==> src/hdl/osir_pkg.sv <==
// ---------------------------------------------------------------------------
// osir_pkg
// Types, sizes and codes shared by the ordered set controller and datapath.
// ---------------------------------------------------------------------------
package osir_pkg;

  // Set capacity and element width
  localparam int CAPACITY   = 16;
  localparam int ELEM_WIDTH = 32;
  localparam int IDX_W      = (CAPACITY > 1) ? $clog2(CAPACITY) : 1;
  localparam int OCC_W      = $clog2(CAPACITY + 1);

  // Fixed widths of the port fields
  localparam int VALUE_W  = 32;
  localparam int STATUS_W = 3;
  localparam int COUNT_W  = 5;

  typedef logic [ELEM_WIDTH-1:0] elem_t;
  typedef logic [IDX_W-1:0]      idx_t;
  typedef logic [OCC_W-1:0]      occ_t;

  // Command codes
  typedef enum logic {
    CMD_ADD    = 1'b0,
    CMD_REMOVE = 1'b1
  } command_t;

  // Result status codes
  typedef enum logic [STATUS_W-1:0] {
    ST_ADDED   = 3'd0,
    ST_PRESENT = 3'd1,
    ST_REMOVED = 3'd2,
    ST_ABSENT  = 3'd3,
    ST_FULL    = 3'd4
  } status_t;

  // Update operation applied to the cell row
  typedef enum logic [1:0] {
    OP_NONE   = 2'd0,
    OP_APPEND = 2'd1,
    OP_SHIFT  = 2'd2
  } op_t;

  // Controller states
  typedef enum logic [1:0] {
    S_IDLE   = 2'd0,
    S_SEARCH = 2'd1,
    S_UPDATE = 2'd2,
    S_REPORT = 2'd3
  } state_t;

  // Controller to datapath commands
  typedef struct packed {
    logic    load;
    logic    search;
    op_t     op;
    logic    set_code;
    status_t code;
  } dp_cmd_t;

  // Datapath to controller status
  typedef struct packed {
    logic remove;
    logic hit;
    logic full;
  } dp_stat_t;

endpackage

==> src/hdl/osir_ctrl.sv <==
// ---------------------------------------------------------------------------
// osir_ctrl
// Command sequencer: load, search, update, report; picks the operation and
// the status code from the search outcome.
// ---------------------------------------------------------------------------
module osir_ctrl (
  input  logic               clk,
  input  logic               rst_n,
  input  logic               start,
  input  osir_pkg::dp_stat_t stat,
  output osir_pkg::dp_cmd_t  cmd,
  output logic               busy,
  output logic               out_valid
);

  osir_pkg::state_t state_r, state_nxt;

  // Hold the current state
  always_ff @(posedge clk) begin
    if (!rst_n) begin
      state_r <= osir_pkg::S_IDLE;
    end else begin
      state_r <= state_nxt;
    end
  end

  // Advance through the command sequence
  always_comb begin
    state_nxt = state_r;
    unique case (state_r)
      osir_pkg::S_IDLE: begin
        if (start) begin
          state_nxt = osir_pkg::S_SEARCH;
        end
      end
      osir_pkg::S_SEARCH: state_nxt = osir_pkg::S_UPDATE;
      osir_pkg::S_UPDATE: state_nxt = osir_pkg::S_REPORT;
      osir_pkg::S_REPORT: state_nxt = osir_pkg::S_IDLE;
      default:            state_nxt = osir_pkg::S_IDLE;
    endcase
  end

  // Drive datapath commands and handshake outputs
  always_comb begin
    cmd          = '0;
    cmd.op       = osir_pkg::OP_NONE;
    cmd.code     = osir_pkg::ST_ADDED;
    busy         = 1'b1;
    out_valid    = 1'b0;
    unique case (state_r)
      osir_pkg::S_IDLE: begin
        busy     = 1'b0;
        cmd.load = start;
      end
      osir_pkg::S_SEARCH: begin
        cmd.search = 1'b1;
      end
      osir_pkg::S_UPDATE: begin
        cmd.set_code = 1'b1;
        priority if (stat.remove && stat.hit) begin
          cmd.op   = osir_pkg::OP_SHIFT;
          cmd.code = osir_pkg::ST_REMOVED;
        end else if (stat.remove) begin
          cmd.code = osir_pkg::ST_ABSENT;
        end else if (stat.hit) begin
          cmd.code = osir_pkg::ST_PRESENT;
        end else if (stat.full) begin
          cmd.code = osir_pkg::ST_FULL;
        end else begin
          cmd.op   = osir_pkg::OP_APPEND;
          cmd.code = osir_pkg::ST_ADDED;
        end
      end
      osir_pkg::S_REPORT: begin
        out_valid = 1'b1;
      end
      default: begin
        busy = 1'b1;
      end
    endcase
  end

endmodule

==> src/hdl/osir_dpath.sv <==
// ---------------------------------------------------------------------------
// osir_dpath
// Row of element cells with parallel match, append at the tail and
// compacting shift on removal; holds the occupancy and the result status.
// ---------------------------------------------------------------------------
module osir_dpath (
  input  logic                                clk,
  input  logic                                rst_n,
  input  osir_pkg::dp_cmd_t                   cmd,
  input  logic                                in_command,
  input  logic [osir_pkg::VALUE_W-1:0]        in_value,
  output osir_pkg::dp_stat_t                  stat,
  output logic [osir_pkg::STATUS_W-1:0]       out_status,
  output logic [osir_pkg::COUNT_W-1:0]        out_count
);

  osir_pkg::elem_t   cells_r [osir_pkg::CAPACITY];
  osir_pkg::elem_t   value_r;
  logic              remove_r;
  osir_pkg::occ_t    occ_r;
  logic              hit_r;
  osir_pkg::idx_t    pos_r;
  osir_pkg::status_t status_r;

  logic [osir_pkg::CAPACITY-1:0] match;
  logic                          hit_nxt;
  osir_pkg::idx_t                pos_nxt;

  // Capture the command beat
  always_ff @(posedge clk) begin
    if (cmd.load) begin
      value_r  <= osir_pkg::elem_t'(in_value);
      remove_r <= (in_command == osir_pkg::CMD_REMOVE);
    end
  end

  // Compare every held cell against the value
  always_comb begin
    for (int i = 0; i < osir_pkg::CAPACITY; i++) begin
      match[i] = (osir_pkg::OCC_W'(i) < occ_r) && (cells_r[i] == value_r);
    end
  end

  // Pick the lowest matching cell
  always_comb begin
    hit_nxt = |match;
    pos_nxt = '0;
    for (int i = osir_pkg::CAPACITY - 1; i >= 0; i--) begin
      if (match[i]) begin
        pos_nxt = osir_pkg::IDX_W'(i);
      end
    end
  end

  // Register the search outcome
  always_ff @(posedge clk) begin
    if (cmd.search) begin
      hit_r <= hit_nxt;
      pos_r <= pos_nxt;
    end
  end

  // Append at the tail or close the gap left by a removal
  always_ff @(posedge clk) begin
    for (int i = 0; i < osir_pkg::CAPACITY; i++) begin
      if (cmd.op == osir_pkg::OP_APPEND && osir_pkg::OCC_W'(i) == occ_r) begin
        cells_r[i] <= value_r;
      end else if (cmd.op == osir_pkg::OP_SHIFT && i < osir_pkg::CAPACITY - 1 &&
                   osir_pkg::IDX_W'(i) >= pos_r) begin
        cells_r[i] <= cells_r[(i + 1) % osir_pkg::CAPACITY];
      end
    end
  end

  // Track the occupancy
  always_ff @(posedge clk) begin
    if (!rst_n) begin
      occ_r <= '0;
    end else begin
      unique case (cmd.op)
        osir_pkg::OP_APPEND: occ_r <= occ_r + osir_pkg::OCC_W'(1);
        osir_pkg::OP_SHIFT:  occ_r <= occ_r - osir_pkg::OCC_W'(1);
        default:             occ_r <= occ_r;
      endcase
    end
  end

  // Hold the status of the finished command
  always_ff @(posedge clk) begin
    if (cmd.set_code) begin
      status_r <= cmd.code;
    end
  end

  assign stat.remove = remove_r;
  assign stat.hit    = hit_r;
  assign stat.full   = (occ_r == osir_pkg::OCC_W'(osir_pkg::CAPACITY));

  assign out_status = status_r;
  assign out_count  = osir_pkg::COUNT_W'(occ_r);

endmodule

==> src/hdl/ordered_set_insert_remove.sv <==
// ---------------------------------------------------------------------------
// ordered_set_insert_remove
// Set of distinct values kept in insertion order, with add and remove.
// ---------------------------------------------------------------------------
// Usage:
//   Command channel: drive in_command (0 add, 1 remove) and in_value with
//   start high; the beat is taken at a rising edge where busy is low.
//   Result channel: out_status and out_count are shown for one cycle with
//   out_valid high; the receiver cannot stall and must take them then.
//   The result follows the command through the search state (parallel
//   match over all cells), the update state (append at the tail or
//   compacting shift) and the report state. The sequencer takes no new
//   command until the last one is through: it holds busy high from
//   acceptance until the result cycle has passed.
//   An add of a new value to a full set is dropped with a full status.
//   Reset (rst_n low, synchronous) empties the set and returns the
//   sequencer to idle; cell contents are not cleared, since only cells
//   below the occupancy are ever compared.
// ---------------------------------------------------------------------------
module ordered_set_insert_remove (
  input  logic                          clk,
  input  logic                          rst_n,
  input  logic                          start,
  output logic                          busy,
  input  logic                          in_command,
  input  logic [osir_pkg::VALUE_W-1:0]  in_value,
  output logic                          out_valid,
  output logic [osir_pkg::STATUS_W-1:0] out_status,
  output logic [osir_pkg::COUNT_W-1:0]  out_count
);

  osir_pkg::dp_cmd_t  cmd;
  osir_pkg::dp_stat_t stat;

  // Sequence each command
  osir_ctrl u_ctrl (
    .clk       (clk),
    .rst_n     (rst_n),
    .start     (start),
    .stat      (stat),
    .cmd       (cmd),
    .busy      (busy),
    .out_valid (out_valid)
  );

  // Hold and update the cell row
  osir_dpath u_dpath (
    .clk        (clk),
    .rst_n      (rst_n),
    .cmd        (cmd),
    .in_command (in_command),
    .in_value   (in_value),
    .stat       (stat),
    .out_status (out_status),
    .out_count  (out_count)
  );

endmodule

==> config.mk <==
export PLATFORM = sky130hd
export DESIGN_NAME = ordered_set_insert_remove
export DESIGN_NICKNAME = d
export VERILOG_FILES = /design/src/hdl/osir_pkg.sv /design/src/hdl/osir_ctrl.sv /design/src/hdl/osir_dpath.sv /design/src/hdl/ordered_set_insert_remove.sv
export SDC_FILE = /design/constraint.sdc
export NUM_CORES = 1
export LEC_CHECK = 0
export BUFFER_PORTS_ARGS = -buffer_cell sky130_fd_sc_hd__clkbuf_2
export CAP_MARGIN = 20
export CORE_ASPECT_RATIO = 1.25
export CORE_MARGIN = 10
export CORE_UTILIZATION = 55
export CTS_CLUSTER_SIZE = 8
export DETAILED_ROUTE_END_ITERATION = 10
export GPL_TIMING_DRIVEN = 0
export HOLD_SLACK_MARGIN = 0.1
export PLACE_DENSITY_LB_ADDON = 0.12
export SLEW_MARGIN = 20
export SYNTH_ARGS = -nofsm -noshare
export SYNTH_HDL_FRONTEND = slang
export SYNTH_HIERARCHICAL = 1
export SYNTH_SLANG_ARGS = --single-unit
==> constraint.sdc <==
create_clock -name clk -period 6.8 [get_ports clk]
set_input_delay 0.34 -clock clk [delete_from_list [all_inputs] [get_ports clk]]
set_output_delay 0.34 -clock clk [all_outputs]
set_load 0.01 [all_outputs]
==> results.json, run 1 <==
{
  "root_buffer": "clkbuf_16",
  "stdcell_area_mm2": 0.0337,
  "hold_start": "u_dpath/value_r[12]",
  "multi_input_area_mm2": 0.0121,
  "core.rowCount": 95,
  "rrSetupSlack_ps": 1870,
  "fp.dieArea_mm2": 0.0640,
  "yosysUniqueCellTypes": 55,
  "insertion_delay_ps": 620,
  "grt_pass1_wl_um": 127000,
  "wl_per_cell_um": 29.9,
  "cp.required_ps": 7160,
  "cts.sinks": 560,
  "dr.pass1.iters": 5,
  "regArea_mm2": 0.0167,
  "syn_to_final_growth_pct": 12.8,
  "wl_um": 90500,
  "mostFrequentLayoutCells": "553 x edfxtp_1, 465 x mux2_2, 315 x xor2_1",
  "fmax_mhz": 203,
  "cp-startpoint": "u_dpath/out_count[1]",
  "drcViolationCount": 0,
  "clk_pin_slew_worst_paths_ps": 50,
  "drv_slew": 0,
  "dpl_cell_area_mm2": 0.0311,
  "leakagePower_nw": 11.3,
  "grt_max_degree": 33,
  "hold_viol_final": 0,
  "gr-total-overflow": 0,
  "seq_area_frac_synth_pct": 56.1,
  "p_total_mw": 10.7,
  "cts_buffers": 79,
  "reg2reg_depth": 11,
  "die_y_um": 280,
  "seqPwrFrac_pct": 40.5,
  "worstHoldPathCells": 0,
  "portBuffers": 45,
  "pin_count": 46,
  "drive_above_1_share_pct": 31.8,
  "via_count": 17800,
  "netlist_area_mm2": 0.0298,
  "skew_ps": 12.0,
  "ant_nets": 0,
  "rsz0062_at_grt": "false",
  "fp.coreArea_mm2": 0.0537,
  "synthFlopType": "edfxtp_1",
  "p_sw_mw": 3.24,
  "power_frac_clock_pct": 33.5,
  "min_to": "u_dpath/cells_r[1][236]",
  "synth_enable_flop_cells": 553,
  "drt_iter0_drc": 1522,
  "start_util_pct": 55.5,
  "pwr-share-comb_pct": 26.0,
  "relSlewSlack_pct": 24.3,
  "synth_cells": 2108,
  "cts_tree": "yes",
  "worst_pin_slew_ps": 1130,
  "grt_pass1_vias": 18800,
  "vias_per_cell": 5.90,
  "synth-seq-cells": 560,
  "yosysWarnings": 6,
  "final_util_pct": 62.7,
  "worst_setup_path_start_kind": "flip-flop",
  "drv_cap": 0,
  "powerDensity_mw_per_mm2": 317,
  "criticalPathCategory": "flip-flop to flip-flop",
  "period_minus_slack_ps": 4930,
  "dp_hpwl_um": 73900,
  "cp.arrival_ps": 5290,
  "ir_worst_vdd_v": 0.000269,
  "grt_usage_pct": 28.1,
  "fin_setup_tns_ps": 0,
  "htreeDepth": 3,
  "antenna_found_initial": 0,
  "swShare_pct": 30.4,
  "synth-async-reset-ratio_pct": 0,
  "reg2reg_to": "u_dpath/cells_r[1][115]",
  "die_x_um": 228,
  "reg2reg_from": "u_dpath/out_count[1]",
  "antenna_cells": 0,
  "finalNetCount": 2325,
  "final_common_cell": "edfxtp_1",
  "setup_viol_count_final": 0,
  "stdcell_count": 3024,
  "min_period_over_period_pct": 72.4,
  "hold_path_class": "flip-flop to flip-flop",
  "cp_max_fo": 10,
  "fill_cells": 4063,
  "status": "finished clean",
  "cts_buffer_depth": 3,
  "gp_congestion": 0.991,
  "internal_power_mw": 7.42,
  "cp-end-kind": "flip-flop",
  "synth_nets": 2157,
  "cts-resized-gates": 0,
  "synth_area_per_cell_um2": 14.2,
  "dp_cells": 2886
}
## worst max-delay path by stage
stage                                         end  slack [ps]  cells past startpoint
after CTS                  u_dpath/cells_r[0][18]        1960                     13
after global placement     u_dpath/cells_r[0][17]          30                     11
final                     u_dpath/cells_r[1][115]        1870                     11
after global routing      u_dpath/cells_r[1][118]        1650                     11
after detailed placement  u_dpath/cells_r[1][136]        2000                     13
after floorplan             u_dpath/cells_r[0][0]        2020                     11
## critical path, stage by stage (launching register included)
cell and delay [ps]:
dfxtp_1 560, clkbuf_1 440, inv_1 170, ha_1 340
and3_1 270, nor4_1 450, ha_1 460, nor3b_1 600
nand3_1 260, nand3_1 380, buf_2 340, mux2_2 380
## metal layers
layer,track usage (%),up-vias,part of all wire (%)
li1,-,8073,-
met5,0,-,0
met1,29.3,8831,35
met3,3.43,238,4.7
met2,48.4,689,50
met4,27.5,0,11
## through the flow
step / setup WS (ps) / hold WS (ps)
global placement: 29.7 / 429
detailed placement: 2000 / 431
finish: 1870 / 439
global route: 1650 / 438
CTS: 1960 / 410
floorplan: 2020 / 421
## synthesized netlist by cell type, types with 3 or more instances
| cell | n | area, um2 |
|---|---|---|
| a21oi_1 | 14 | 70.1 |
| and2_1 | 4 | 25.0 |
| buf_1 | 16 | 60.1 |
| buf_2 | 68 | 340 |
| buf_4 | 16 | 120 |
| buf_6 | 12 | 135 |
| clkbuf_1 | 77 | 289 |
| dfxtp_1 | 7 | 140 |
| edfxtp_1 | 553 | 16600 |
| ha_1 | 13 | 163 |
| inv_1 | 12 | 45.0 |
| mux2_1 | 14 | 158 |
| mux2_2 | 465 | 5240 |
| nand2_1 | 46 | 173 |
| nand2b_1 | 6 | 37.5 |
| nand3_1 | 29 | 145 |
| nand4_1 | 59 | 369 |
| nor2_1 | 18 | 67.6 |
| nor3_1 | 16 | 80.1 |
| nor4_1 | 81 | 507 |
| nor4_2 | 4 | 50.1 |
| o2111ai_1 | 3 | 26.3 |
| o21ai_0 | 12 | 60.1 |
| or3_1 | 5 | 31.3 |
| xnor2_1 | 199 | 1740 |
| xor2_1 | 315 | 2760 |
## registers in the layout (all words and copies together), names as in the netlist
name	cells
u_dpath/value_r	32
u_dpath/pos_r	4
u_dpath/out_status	3
u_dpath/hit_r	1
u_ctrl/state_r	2
u_dpath/cells_r	512
u_dpath/out_count	5
u_dpath/remove_r	1
## cell type report
cell class | count | area share (%)
Sequential cell | 560 | 49.7
Multi-Input combinational cell | 1346 | 36.1
Clock buffer | 100 | 6.36
Buffer | 190 | 2.87
Tap cell | 727 | 2.70
Timing Repair Buffer | 87 | 2.04
Inverter | 12 | 0.134
Clock inverter | 2 | 0.0966
## power groups by stage
stage / Combinational (mW) / Clock (mW) / Sequential [mW]
after floorplan: 1.72 / 0 / 4.36
after global placement: 2.64 / 0 / 4.38
after detailed placement: 2.71 / 0 / 4.38
after CTS: 2.74 / 3.64 / 4.32
after global routing: 2.89 / 3.77 / 4.34
final: 2.77 / 3.57 / 4.32
## cell families after synthesis
kind of cell	synth area share, %
buf+inv	3.38
flops	56.1
simple gates	5.55
fa+ha+maj	0.545
xor+xnor	15.1
compound gates	1.16
mux	18.1
## repair_timing
action | in CTS | in global routing
buffers inserted | 0 | 0
hold buffers | 36 | 0
endpoints found under the hold margin | 41 | 0
(Power assumes the default switching activity.)
==> run 2, diff against run 1 <==
==> constraint.sdc (replaced) <==
create_clock -name clk -period 4.6 [get_ports clk]
set_input_delay 0.23 -clock clk [delete_from_list [all_inputs] [get_ports clk]]
set_output_delay 0.23 -clock clk [all_outputs]
set_load 0.01 [all_outputs]
==> results.json, run 2 (same netlist as run 1, synthesis figures left out) <==
{
  "p_total_mw": 15.8,
  "cp_slowest_cell": "dfxtp_1",
  "gr-total-overflow": 0,
  "cts_buffer_depth": 3,
  "worst_pin_slew_ps": 992,
  "min_period_over_period_pct": 95.6,
  "period_minus_slack_ps": 4400,
  "ir_worst_vdd_v": 0.000394,
  "final_util_pct": 62.7,
  "root_buffer": "clkbuf_16",
  "setup_viol_count_final": 0,
  "cts_buffers": 79,
  "powerDensity_mw_per_mm2": 468,
  "cp_slowest_stage_delay_ps": 500,
  "relSlewSlack_pct": 33.2,
  "drt_iter0_drc": 1631,
  "skew_ps": 15.1,
  "leakagePower_nw": 11.3,
  "drv_cap": 0,
  "worst_setup_path_start_kind": "flip-flop",
  "wl_per_cell_um": 30.3,
  "start_util_pct": 55.5,
  "drv_slew": 0,
  "grt_usage_pct": 28.4,
  "cp-end-kind": "flip-flop",
  "final_common_cell": "edfxtp_1",
  "grt_max_degree": 33,
  "mostFrequentLayoutCells": "553 x edfxtp_1, 465 x mux2_2, 315 x xor2_1",
  "fp.coreArea_mm2": 0.0537,
  "wl_um": 91600,
  "hold_path_class": "input port to flip-flop",
  "grt_pass1_vias": 18700,
  "antenna_found_initial": 0,
  "via_count": 17900,
  "dr.pass1.iters": 6,
  "pin_count": 46,
  "regMostFlops": "u_dpath/cells_r",
  "criticalPathCategory": "flip-flop to flip-flop",
  "worstPathCellList": "clkbuf_2, inv_1, ha_1, and3_1, nor4_2, ha_2, nand2_1, nor2_1, nand2_1, nand2b_1, clkbuf_1, buf_2, mux2_2",
  "dp_slack_ps": -274,
  "cts_tree": "yes",
  "cp.buffers_inverters": 4,
  "htreeDepth": 3,
  "gp_congestion": 0.993,
  "cp.arrival_ps": 4750,
  "cts.sinks": 560,
  "setup_ws_ps": 202,
  "hold_viol_final": 0,
  "drive_above_1_share_pct": 32.5,
  "finalNetCount": 2324,
  "rsz0062_at_grt": "false",
  "path_delay_family": "simple AND/OR/NAND/NOR gates",
  "dp_cells": 2885,
  "syn_to_final_growth_pct": 13.0,
  "stdcell_count": 3022,
  "die_x_um": 228,
  "insertion_delay_ps": 610,
  "vias_per_cell": 5.93,
  "cts_setup_buffers": 0,
  "fmax_mhz": 227,
  "fp.dieArea_mm2": 0.0640,
  "clk_pin_slew_worst_paths_ps": 50,
  "dp_hpwl_um": 74300,
  "core.rowCount": 95,
  "cp_max_fo": 10,
  "ant_nets": 0,
  "drcViolationCount": 0,
  "portBuffers": 45,
  "cp.required_ps": 4950,
  "die_y_um": 280,
  "status": "finished clean",
  "largest_reg_flops": 512,
  "grt_pass1_wl_um": 128000,
  "timing.critical_path.mode_cell": "nand2_1"
}
## run 2: worst paths after layout
| kind | slack [ps] | endpoint | cells past startpoint | startpoint |
|---|---|---|---|---|
| max reg2reg | 200 | u_dpath/cells_r[1][136] | 13 | u_dpath/out_count[0] |
| min | 330 | u_dpath/value_r[27] | 2 | in_value[27] |
| min reg2reg | 440 | u_dpath/cells_r[1][230] | 0 | u_dpath/value_r[6] |
| max | 200 | u_dpath/cells_r[1][136] | 13 | u_dpath/out_count[0] |
## run 2: power breakdown
part | switching, mW | internal (mW) | total [mW]
clock network | 2.05 | 3.19 | 5.24
registers | 0.161 | 6.23 | 6.39
logic | 2.58 | 1.55 | 4.13
total | 4.79 | 11.0 | 15.8
## run 2: timing repair
| item | CTS | global route |
|---|---|---|
| resized for setup | 11 | 5 |
| hold buffers | 36 | 0 |
| endpoints found under the setup margin | 266 | 338 |
| hold endpoints to repair | 41 | 0 |
## run 2: layout make-up
class	count	area, um2
well taps	727	910
flip-flops and latches	560	16700
diodes	1	2.50
inverters	12	45.0
plain buffers	190	978
clock buffers	98	2130
multi-input cells	1346	12200
clock inverters	2	32.5
fillers	4005	20000
repair buffers	86	691
## run 2: layer usage
metal	routed length, um	share of wire [%]	GRT usage [%]	up-vias
met5	0	0	0	-
met4	9080	9.9	25.4	0
met3	4250	4.6	3.19	248
met2	46300	51	49.7	721
met1	32000	35	30.1	8898
li1	-	-	-	8062
## run 2: per-stage QoR
step                      area, um2  hold WS [ps]  setup TNS, ps
final                         33700           331              0
after global routing          33700           320              0
after CTS                     33700           297              0
after detailed placement      31100           409         -26850
after global placement        31000           408        -123240
after floorplan               29800           329              0
